**config.mk**
```make
export PLATFORM = sky130hd
export DESIGN_NAME = asr_envelope_generator_top
export DESIGN_NICKNAME = d
export VERILOG_FILES = /design/src/rtl/core/asr_env_pkg.sv /design/src/rtl/core/asr_envelope_generator_top.sv /design/src/rtl/core/asr_env_step.sv
export SDC_FILE = /design/constraint.sdc
export NUM_CORES = 1
export LEC_CHECK = 0
export ABC_AREA = 1
export BUFFER_PORTS_ARGS = -buffer_cell sky130_fd_sc_hd__buf_4
export CAP_MARGIN = 25
export CORE_MARGIN = 3
export CORE_UTILIZATION = 40
export DETAILED_ROUTE_END_ITERATION = 16
export PLACE_DENSITY = 0.61
export SLEW_MARGIN = 20
export SYNTH_ARGS = -nofsm -noshare
export SYNTH_HDL_FRONTEND = slang
export SYNTH_HIERARCHICAL = 1
export SYNTH_SLANG_ARGS = --single-unit
```
**constraint.sdc**
```tcl
create_clock -name i_clk -period 2.8 [get_ports i_clk]
set_input_delay 0 -clock i_clk [delete_from_list [all_inputs] [get_ports i_clk]]
set_output_delay 0 -clock i_clk [all_outputs]
set_load 0.01 [all_outputs]
```
**src/rtl/core/asr_env_pkg.sv**
```systemverilog
// Shared types and constants for the ASR envelope generator.
`timescale 1ns / 1ps

package asr_env_pkg;

    // Envelope phase, also carried on the result tuser
    typedef enum logic [1:0] {
        PH_IDLE    = 2'd0,
        PH_ATTACK  = 2'd1,
        PH_SUSTAIN = 2'd2,
        PH_RELEASE = 2'd3
    } t_phase;

    // Configuration register indexes
    localparam int unsigned CFG_IDX_W = 8;
    typedef logic [CFG_IDX_W-1:0] t_cfg_idx;

    localparam t_cfg_idx CFG_ATTACK_STEP  = t_cfg_idx'(0);
    localparam t_cfg_idx CFG_RELEASE_STEP = t_cfg_idx'(1);
    localparam t_cfg_idx CFG_SUSTAIN_LVL  = t_cfg_idx'(2);
    localparam t_cfg_idx CFG_TRIG_THRESH  = t_cfg_idx'(3);

endpackage

```
**src/rtl/core/asr_envelope_generator_top.sv**
```systemverilog
// Top level of the ASR envelope generator: stream ports, config registers, pipeline.
//
//  channel   | direction | handshake                   | payload
//  ----------+-----------+-----------------------------+-------------------------------
//  s (in)    | slave     | i_s_tvalid / o_s_tready     | tdata: trigger_level (signed)
//  m (out)   | master    | o_m_tvalid / i_m_tready     | tdata: envelope_value,
//            |           |                             | tuser: env_phase
//  cfg       | slave     | i_cfg_valid / o_cfg_ready   | index, data
//
//  One request per cycle sustained while results are taken; a request passes the input
//  register, then the result register (the envelope state updates with the result).
//  Reset (synchronous, active low) empties both stages, loads the default registers,
//  and leaves the envelope in attack at level 0.
//  A stalled result holds the result register; the input register still takes one
//  request, then input ready drops until the result is taken.
`timescale 1ns / 1ps

module asr_envelope_generator_top #(
    parameter int unsigned SAMPLE_BITS = 16
) (
    input  logic                                  i_clk,
    input  logic                                  i_rst_n,
    // input stream
    input  logic                                  i_s_tvalid,
    output logic                                  o_s_tready,
    input  logic [((SAMPLE_BITS+7)/8)*8-1:0]      i_s_tdata,   // [SB-1:0] trigger_level
    // output stream
    output logic                                  o_m_tvalid,
    input  logic                                  i_m_tready,
    output logic [((SAMPLE_BITS+7)/8)*8-1:0]      o_m_tdata,   // [SB-1:0] envelope_value
    output logic [1:0]                            o_m_tuser,   // [1:0] env_phase
    // configuration writes
    input  logic                                  i_cfg_valid,
    output logic                                  o_cfg_ready,
    input  asr_env_pkg::t_cfg_idx                 i_cfg_index,
    input  logic [SAMPLE_BITS-1:0]                i_cfg_data
);

    localparam int unsigned DataW = ((SAMPLE_BITS + 7) / 8) * 8;

    // configuration registers
    logic [SAMPLE_BITS-1:0]        r_attack_step;
    logic [SAMPLE_BITS-1:0]        r_release_step;
    logic [SAMPLE_BITS-1:0]        r_sustain_level;
    logic signed [SAMPLE_BITS-1:0] r_threshold;

    // envelope state
    asr_env_pkg::t_phase           r_phase;
    logic [SAMPLE_BITS-1:0]        r_level;
    logic signed [SAMPLE_BITS-1:0] r_last_trig;

    // pipeline stages
    logic                          r_in_valid;
    logic signed [SAMPLE_BITS-1:0] r_in_trig;
    logic                          r_out_valid;
    logic [SAMPLE_BITS-1:0]        r_out_level;
    asr_env_pkg::t_phase           r_out_phase;

    asr_env_pkg::t_phase           n_phase;
    logic [SAMPLE_BITS-1:0]        n_level;
    logic                          advance;
    logic                          in_take;

    // Configuration writes are always taken
    assign o_cfg_ready = 1'b1;

    always_ff @(posedge i_clk) begin
        if (!i_rst_n) begin
            r_attack_step   <= SAMPLE_BITS'(68);
            r_release_step  <= SAMPLE_BITS'(1);
            r_sustain_level <= SAMPLE_BITS'(26214);
            r_threshold     <= SAMPLE_BITS'(16384);
        end else if (i_cfg_valid) begin
            case (i_cfg_index)
                asr_env_pkg::CFG_ATTACK_STEP:  r_attack_step   <= i_cfg_data;
                asr_env_pkg::CFG_RELEASE_STEP: r_release_step  <= i_cfg_data;
                asr_env_pkg::CFG_SUSTAIN_LVL:  r_sustain_level <= i_cfg_data;
                asr_env_pkg::CFG_TRIG_THRESH:  r_threshold     <= i_cfg_data;
                default: ; // drop writes to unknown registers
            endcase
        end
    end

    // Move the input request to the result stage when the result register is free
    assign advance    = r_in_valid && (!r_out_valid || i_m_tready);
    assign o_s_tready = !r_in_valid || advance;
    assign in_take    = i_s_tvalid && o_s_tready;

    always_ff @(posedge i_clk) begin
        if (!i_rst_n) begin
            r_in_valid <= 1'b0;
        end else if (in_take) begin
            r_in_valid <= 1'b1;
        end else if (advance) begin
            r_in_valid <= 1'b0;
        end
    end

    always_ff @(posedge i_clk) begin
        if (in_take) begin
            r_in_trig <= i_s_tdata[SAMPLE_BITS-1:0];
        end
    end

    asr_env_step #(
        .SAMPLE_BITS(SAMPLE_BITS)
    ) u_step (
        .i_phase        (r_phase),
        .i_level        (r_level),
        .i_last_trig    (r_last_trig),
        .i_trig         (r_in_trig),
        .i_attack_step  (r_attack_step),
        .i_release_step (r_release_step),
        .i_sustain_level(r_sustain_level),
        .i_threshold    (r_threshold),
        .o_phase        (n_phase),
        .o_level        (n_level)
    );

    // Update envelope state once per advanced request
    always_ff @(posedge i_clk) begin
        if (!i_rst_n) begin
            r_phase     <= asr_env_pkg::PH_ATTACK;
            r_level     <= '0;
            r_last_trig <= '0;
        end else if (advance) begin
            r_phase     <= n_phase;
            r_level     <= n_level;
            r_last_trig <= r_in_trig;
        end
    end

    // Hold the result until taken
    always_ff @(posedge i_clk) begin
        if (!i_rst_n) begin
            r_out_valid <= 1'b0;
        end else if (advance) begin
            r_out_valid <= 1'b1;
        end else if (i_m_tready) begin
            r_out_valid <= 1'b0;
        end
    end

    always_ff @(posedge i_clk) begin
        if (advance) begin
            r_out_level <= n_level;
            r_out_phase <= n_phase;
        end
    end

    assign o_m_tvalid = r_out_valid;
    assign o_m_tdata  = DataW'(r_out_level);
    assign o_m_tuser  = r_out_phase;

endmodule

```
**src/rtl/core/asr_env_step.sv**
```systemverilog
// Next-state logic of the envelope: edge detection, phase transition, level update.
`timescale 1ns / 1ps

module asr_env_step #(
    parameter int unsigned SAMPLE_BITS = 16
) (
    input  asr_env_pkg::t_phase           i_phase,
    input  logic [SAMPLE_BITS-1:0]        i_level,
    input  logic signed [SAMPLE_BITS-1:0] i_last_trig,
    input  logic signed [SAMPLE_BITS-1:0] i_trig,
    input  logic [SAMPLE_BITS-1:0]        i_attack_step,
    input  logic [SAMPLE_BITS-1:0]        i_release_step,
    input  logic [SAMPLE_BITS-1:0]        i_sustain_level,
    input  logic signed [SAMPLE_BITS-1:0] i_threshold,
    output asr_env_pkg::t_phase           o_phase,
    output logic [SAMPLE_BITS-1:0]        o_level
);

    localparam logic [SAMPLE_BITS-1:0] LevelOne = {1'b1, {(SAMPLE_BITS-1){1'b0}}};

    logic                   now_ge;
    logic                   before_ge;
    asr_env_pkg::t_phase    edge_phase;
    logic [SAMPLE_BITS:0]   attack_sum;

    // Detect threshold crossings between the previous and current trigger
    assign now_ge    = (i_trig >= i_threshold);
    assign before_ge = (i_last_trig >= i_threshold);

    always_comb begin
        if (now_ge && !before_ge) begin
            edge_phase = asr_env_pkg::PH_ATTACK;
        end else if (!now_ge && before_ge) begin
            edge_phase = asr_env_pkg::PH_RELEASE;
        end else begin
            edge_phase = i_phase;
        end
    end

    assign attack_sum = {1'b0, i_level} + {1'b0, i_attack_step};

    // Advance the level within the selected phase
    always_comb begin
        o_phase = edge_phase;
        o_level = i_level;
        case (edge_phase)
            asr_env_pkg::PH_ATTACK: begin
                if (attack_sum >= {1'b0, LevelOne}) begin
                    o_level = LevelOne;
                    o_phase = asr_env_pkg::PH_SUSTAIN;
                end else begin
                    o_level = attack_sum[SAMPLE_BITS-1:0];
                end
            end
            asr_env_pkg::PH_SUSTAIN: begin
                // saturate a sustain level above one
                o_level = (i_sustain_level > LevelOne) ? LevelOne : i_sustain_level;
            end
            asr_env_pkg::PH_RELEASE: begin
                if (i_release_step >= i_level) begin
                    o_level = '0;
                    o_phase = asr_env_pkg::PH_IDLE;
                end else begin
                    o_level = i_level - i_release_step;
                end
            end
            default: begin
                o_level = '0;
                o_phase = asr_env_pkg::PH_IDLE;
            end
        endcase
    end

endmodule

```
# Word-level counts from Yosys, hierarchy flattened
# Cells that the tools add are included.
# totals
reg_bits	134
in_bits	45
output_inout_bits	21
word_cells	55
# classes
n_addsub	2
order_cmp	5
n_eq_ne	6
mux	13
n_reduce_logical	17
# op_table
cell	count
16-bit greater-or-equal comparator	3
16-bit 2-to-1 mux	3
16-bit case mux with 3 select lines	1
16-bit by 16-bit adder with 17-bit output	1
17-bit by 16-bit greater-or-equal comparator with 1-bit output (second input constant)	1
8-bit by 2-bit equality test with 1-bit output (second input constant)	2
16-bit greater-than comparator (second input constant)	1
16-bit subtractor	1
8-bit by 1-bit equality test with 1-bit output (second input constant)	1
8-bit logical NOT	1
2-bit 2-to-1 mux	4
2-bit AND reduction	4
2-bit case mux with 3 select lines	1
2-bit equality test (second input constant)	2
1-bit logical AND	4
1-bit logical NOT	4
1-bit 2-to-1 mux	4
2-bit nonzero test	2
2-bit by 1-bit equality test with 1-bit output (second input constant)	1
1-bit logical OR	2

# Logic depth before layout (Yosys ltp)
# depth
ltp_word	7
mapped_depth	21
mapped_depth_nobuf	20

# Cells and area by module
# Netlist, hierarchy kept.
# modules_own_cells
mod	n_inst	cells_per_inst	area_per_inst_um2	seq_area_each_um2
asr_envelope_generator_top	1	571	4962.3	3022.9
asr_env_step	1	572	3385.7	0.0

# Worst setup path after synthesis
# No wires, ideal clock.
# synth_path
path_kind	register to register
startpoint	register r_level[0]
endpoint	register r_level[13]
setup_time_ns	0.116
arrival_time_ns	2.201
t_required_ns	2.684
setup_slack_ns	0.483
path_stages_with_launch	16
n_path_buf	1
synth_period_minus_slack_ns	2.317
cell_sequence	dfxtp_1 -> inv_1 -> ha_1 -> inv_1 -> fa_1 -> nand3_1 -> nand2_1 -> a21oi_1 -> o211ai_1 -> nand2_1 -> buf_2 -> nor2_1 -> nand3_1 -> nand3_1 -> o21ai_0 -> nor2_1
# synth_via
elab_chain_len	4
word_cells_on_any_way	7
cone_classes	2 x add/sub; 2 x order compare; 3 x mux
# synth_lines
item	line_no	text
start, declared	asr_envelope_generator_top.sv:49	logic [SAMPLE_BITS-1:0] r_level;
start signal, assigned	asr_envelope_generator_top.sv:128	r_level <= n_level;
16-bit by 16-bit adder with 17-bit output	asr_env_step.sv:40	assign attack_sum = {1'b0, i_level} + {1'b0, i_attack_step};
17-bit by 16-bit greater-or-equal comparator with 1-bit output	asr_env_step.sv:48	if (attack_sum >= {1'b0, LevelOne}) begin
16-bit 2-to-1 mux	asr_env_step.sv:48	
16-bit case mux with 3 select lines *	asr_env_step.sv:46	case (edge_phase)
via n_level[13]	asr_envelope_generator_top.sv:60	logic [SAMPLE_BITS-1:0] n_level;
# The timed path passes the listed nets; every way through them passes the cells marked *.
# A chain may end at the register's enable or synchronous reset.

# Worst setup path in the final report
# layout_path
startpoint	register r_in_trig[15]
endpoint	register r_level[7]
# layout_via
elab_chain_len	7
word_cells_on_any_way	10
cone_classes	1 x order compare; 3 x eq/ne; 3 x mux; 3 x reduce/logical
# layout_lines
item	line_no	text
start, declared	asr_envelope_generator_top.sv:54	logic signed [SAMPLE_BITS-1:0] r_in_trig;
start signal, assigned	asr_envelope_generator_top.sv:101	r_in_trig <= i_s_tdata[SAMPLE_BITS-1:0];
16-bit greater-or-equal comparator *	asr_env_step.sv:27	assign now_ge = (i_trig >= i_threshold);
1-bit logical NOT	asr_env_step.sv:33	end else if (!now_ge && before_ge) begin
1-bit logical AND	asr_env_step.sv:33	
2-bit 2-to-1 mux	asr_env_step.sv:33	
2-bit 2-to-1 mux *	asr_env_step.sv:31	if (now_ge && !before_ge) begin
2-bit equality test or 2-bit by 1-bit equality test with 1-bit output (tied branches)	asr_env_step.sv:46	
16-bit case mux with 3 select lines *	asr_env_step.sv:46	
via n_level[7]	asr_envelope_generator_top.sv:60	
# Marks and branches as above.

==> results.rst <==
.. list-table::
   :header-rows: 1

   * - Metric
     - Value
   * - R2r startpoint
     - r_in_trig[15]
   * - Average wire per standard cell
     - 15.4 µm
   * - Main combinational cell family by area after synthesis
     - simple AND/OR/NAND/NOR gates
   * - Final critical-path share of the clock period
     - 0.933
   * - Remaining design rule violation count
     - 0
   * - Layout cell share with drive strength beyond 1
     - 0.127
   * - FF+latch count, synth
     - 134
   * - Data arrival time of the worst path
     - 2970 ps
   * - CTS tree
     - yes
   * - Switching power
     - 0.00181 W
   * - Setup slack, reg-to-reg
     - 190 ps
   * - Clk slew on worst S/H paths
     - 70 ps
   * - Share of synthesized cell area in full adder, half adder and majority cells
     - 0.101
   * - Row Count
     - 52
   * - Portion of synthesized cell area occupied by the leading cell type
     - 0.240
   * - Final hold violations
     - 0
   * - Largest cells by area after synthesis
     - dfxtp_1 (24%), edfxtp_1 (12%), ha_1 (9.6%), nand3_1 (9.1%), nand2_1 (8.4%)
   * - Maximum vdd drop
     - 0.458 mV
   * - Overflow after GRT
     - 0
   * - Sequential Power Share
     - 0.379
   * - Worst min-delay path endpoint
     - r_attack_step[11]
   * - Vias per inst
     - 5.13
   * - Vias in the first global route
     - 6769
   * - Area fraction in compound gates after synthesis
     - 0.106
   * - Total negative slack
     - 0 ps
   * - Origin of the worst min-delay path
     - i_cfg_data[11]
   * - Antenna-violating nets left
     - 0
   * - Combined area of all synthesized cells
     - 0.00835 mm²
   * - Part of the Yosys area used for sequential elements
     - 0.362
   * - Final period demand of the worst path
     - 2610 ps
   * - Area leader, netlist
     - dfxtp_1
   * - Die outline height
     - 150 µm
   * - Final #Nets
     - 1340
   * - Worst rel slew slack
     - 0.304
   * - Setup CP Type
     - reg2reg
   * - Pwr per Cell Area
     - 562 mW/mm²
   * - Number of I/O port buffers
     - 64
   * - Cell Int Power
     - 0.00385 W
   * - Worst hold path depth
     - 5
   * - Die Footprint
     - 0.0226 mm²
   * - Clk buf depth
     - 2
   * - Final-layout fill cell count
     - 2052
   * - Hold WC Path Type
     - in2reg
   * - Level count of the clock H-tree
     - 4
   * - Xor-xnor portion of the synthesized cell area
     - 0.0241
   * - Net count after synthesis
     - 1254
   * - Commonest register cell after synthesis
     - dfxtp_1
   * - Die span in x
     - 150 µm
   * - Largest net degree at the start of global routing
     - 100
   * - Final estimated routing congestion in global placement
     - 0.887
   * - # Max-Cap Violations
     - 0
   * - Clock buffers created by TritonCTS
     - 17
   * - Transition time at the pin with the least slew margin
     - 1040 ps
   * - Post-synthesis mux area share
     - 0
   * - Part of the power in combinational logic
     - 0.225
   * - Clock latency of the later-clocked register in the worst-skew pair
     - 430 ps
   * - Type of element capturing the critical path
     - register
   * - # IOs
     - 66
   * - Number of warnings reported in the yosys synthesis log
     - 6
   * - Clock group share of total power
     - 0.396
   * - Final count of negative-setup-slack endpoints
     - 0
   * - Dominant cell by count in the synthesized netlist
     - nand2_1
   * - Biggest fanout along the worst timing path
     - 7
   * - Clock Tree Root
     - clkbuf_16
   * - Post-synthesis share of cell area spent on and, or, nand and nor gates
     - 0.314
   * - Starting density of the core
     - 0.410
   * - Number of antenna violations at the first check in global routing
     - 0
   * - Async SR Flop Fraction
     - 0
   * - TritonRoute pass-1 iters
     - 5
   * - Max Freq
     - 383 MHz
   * - Run status
     - finished, final reports clean
   * - Data required, critical path
     - 3150 ps
   * - Destination of the worst register-to-register timing path
     - r_level[7]
   * - Unrepaired setup endpoints after global routing
     - yes
   * - Detailed router's first-iteration violation count
     - 743
   * - HPWL Detailed
     - 16700 µm
   * - Library cells used by synthesis
     - 43
   * - Synthesized instance count
     - 1143
   * - Number of enable flip-flop cells after synthesis
     - 34
   * - Worst Reg2Reg Path Length in Cells
     - 16
   * - Register area
     - 0.00302 mm²
   * - Multi-input gate area
     - 0.00465 mm²
   * - Leak
     - 4.66 nW
   * - Max Clock Skew
     - 12.9 ps
   * - Global-route wire length before repair
     - 36100 µm
   * - List of most frequent post-synthesis cells
     - nand2_1 (186), nor2_1 (185), nand3_1 (152)
   * - Final WL
     - 23300 µm
   * - Switching share of power
     - 0.320
   * - Area of the core region
     - 0.0204 mm²
   * - Worst setup SP type
     - register
   * - Avg Synthesized Cell Area
     - 7.30 µm²
   * - Cell area reported after detailed placement
     - 0.00897 mm²
   * - Antenna cells
     - 0
   * - GRT Overall Usage
     - 0.205
   * - Sinks on the clock net
     - 134
   * - Count of vias placed by the detailed router
     - 7754
   * - Post-route cell area
     - 0.0101 mm²
   * - Area overhead of the layout relative to synthesis
     - 20.7%
   * - Layout Cells excl Fill
     - 1512
   * - Final-report max-slew violation count
     - 0
   * - Final Util
     - 0.495
   * - Placed instance count
     - 1435
flip-flops by register name (all words and copies together) (netlist names):
name and count:
o_m_tdata 16, r_sustain_level 16, r_release_step 16, o_m_tuser 2, r_threshold 16, o_m_tvalid 1
r_in_trig 16, r_last_trig 16, r_attack_step 16, r_phase 2, r_level 16, r_in_valid 1
logic make-up after synthesis:
kind of cell               count (synthesis)
AOI/OAI and AO/OA                        163
buffers and inverters                    173
adders and majority gates                 66
xor gates and xnor gates                  23
DFF                                      134
and+or+nand+nor                          583
other                                      1
layout by cell type, fill, tap and decap left out, types with 10 or more instances in the layout:
master         netlist  routed
inv_1              118     118
buf_4                9      77
nand2_1            186     184
clkbuf_16            0      17
a21o_1              10      10
nand3_1            152     152
dlygate4sd3_1        0      32
ha_1                64      63
xnor2_1             14      14
edfxtp_1            34      34
nor2_1             185     181
nand4_1             21      21
a21oi_1             98      97
o21ai_0             42      35
dfxtp_1            100     100
stage by stage:
stage	total power [W]	worst slack (ps)	hold slack, ps
after CTS	0.00560	86.2	16.3
after floorplan	0.00299	483	98.9
after global routing	0.00594	-36.9	32.3
final	0.00566	187	13.5
after detailed placement	0.00332	105	180
after global placement	0.00332	145	178
layout make-up:
type                       count  area share
multi-input combinational    840       0.461
sequential                   134       0.300
timing repair buffer         117       0.103
inverter                     119      0.0443
clock buffer                  17      0.0422
tap                          270      0.0335
clock inverter                15      0.0155
worst max-delay path by stage:
| stage | endpoint | startpoint | slack, ps |
|---|---|---|---|
| after detailed placement | r_phase[0] | r_in_trig[15] | 100 |
| final | r_level[7] | r_in_trig[15] | 190 |
| after global routing | r_level[8] | r_threshold[15] | -40 |
| after global placement | r_level[10] | r_threshold[5] | 140 |
| after floorplan | r_level[13] | r_level[0] | 480 |
| after CTS | r_phase[0] | r_in_trig[15] | 90 |
power groups by stage:
stage / logic, W / clock network (W) / registers (W)
2_1_floorplan: 0.000810 / 0 / 0.00218
3_3_place_gp: 0.00113 / 0 / 0.00219
3_5_place_dp: 0.00113 / 0 / 0.00219
4_1_cts: 0.00117 / 0.00228 / 0.00215
5_1_grt: 0.00141 / 0.00237 / 0.00215
6_report: 0.00128 / 0.00224 / 0.00215
critical path, cell delays in order, from the launching register on:
cell and delay, ps:
edfxtp_1 430, ha_4 320, nand2_2 70, nor2_4 140, nand2_2 60, nor2_2 150
nand2_2 80, nand4_2 100, nand2_2 70, nor2_4 230, nand2_8 140, nand2_8 140
buf_4 130, nand4_1 130, nand3_1 130, o21ai_0 90, nor2_1 130
what timing repair did:
item / 4_1_cts / 5_1_grt
setup buffers: 0 / 7
setup endpoints to repair: 0 / 36
resized for setup: 0 / 18
hold endpoints to repair: 59 / 0
hold buffers: 32 / 0
metal layers:
| layer | global-route usage | vias up | wire [µm] |
|---|---|---|---|
| li1 | - | 3960 | - |
| met1 | 0.309 | 3566 | 11600 |
| met2 | 0.297 | 203 | 9970 |
| met3 | 0.0394 | 25 | 1250 |
| met4 | 0.0563 | 0 | 475 |
| met5 | 0 | - | 0 |
Power figures use the tool's default switching activity.
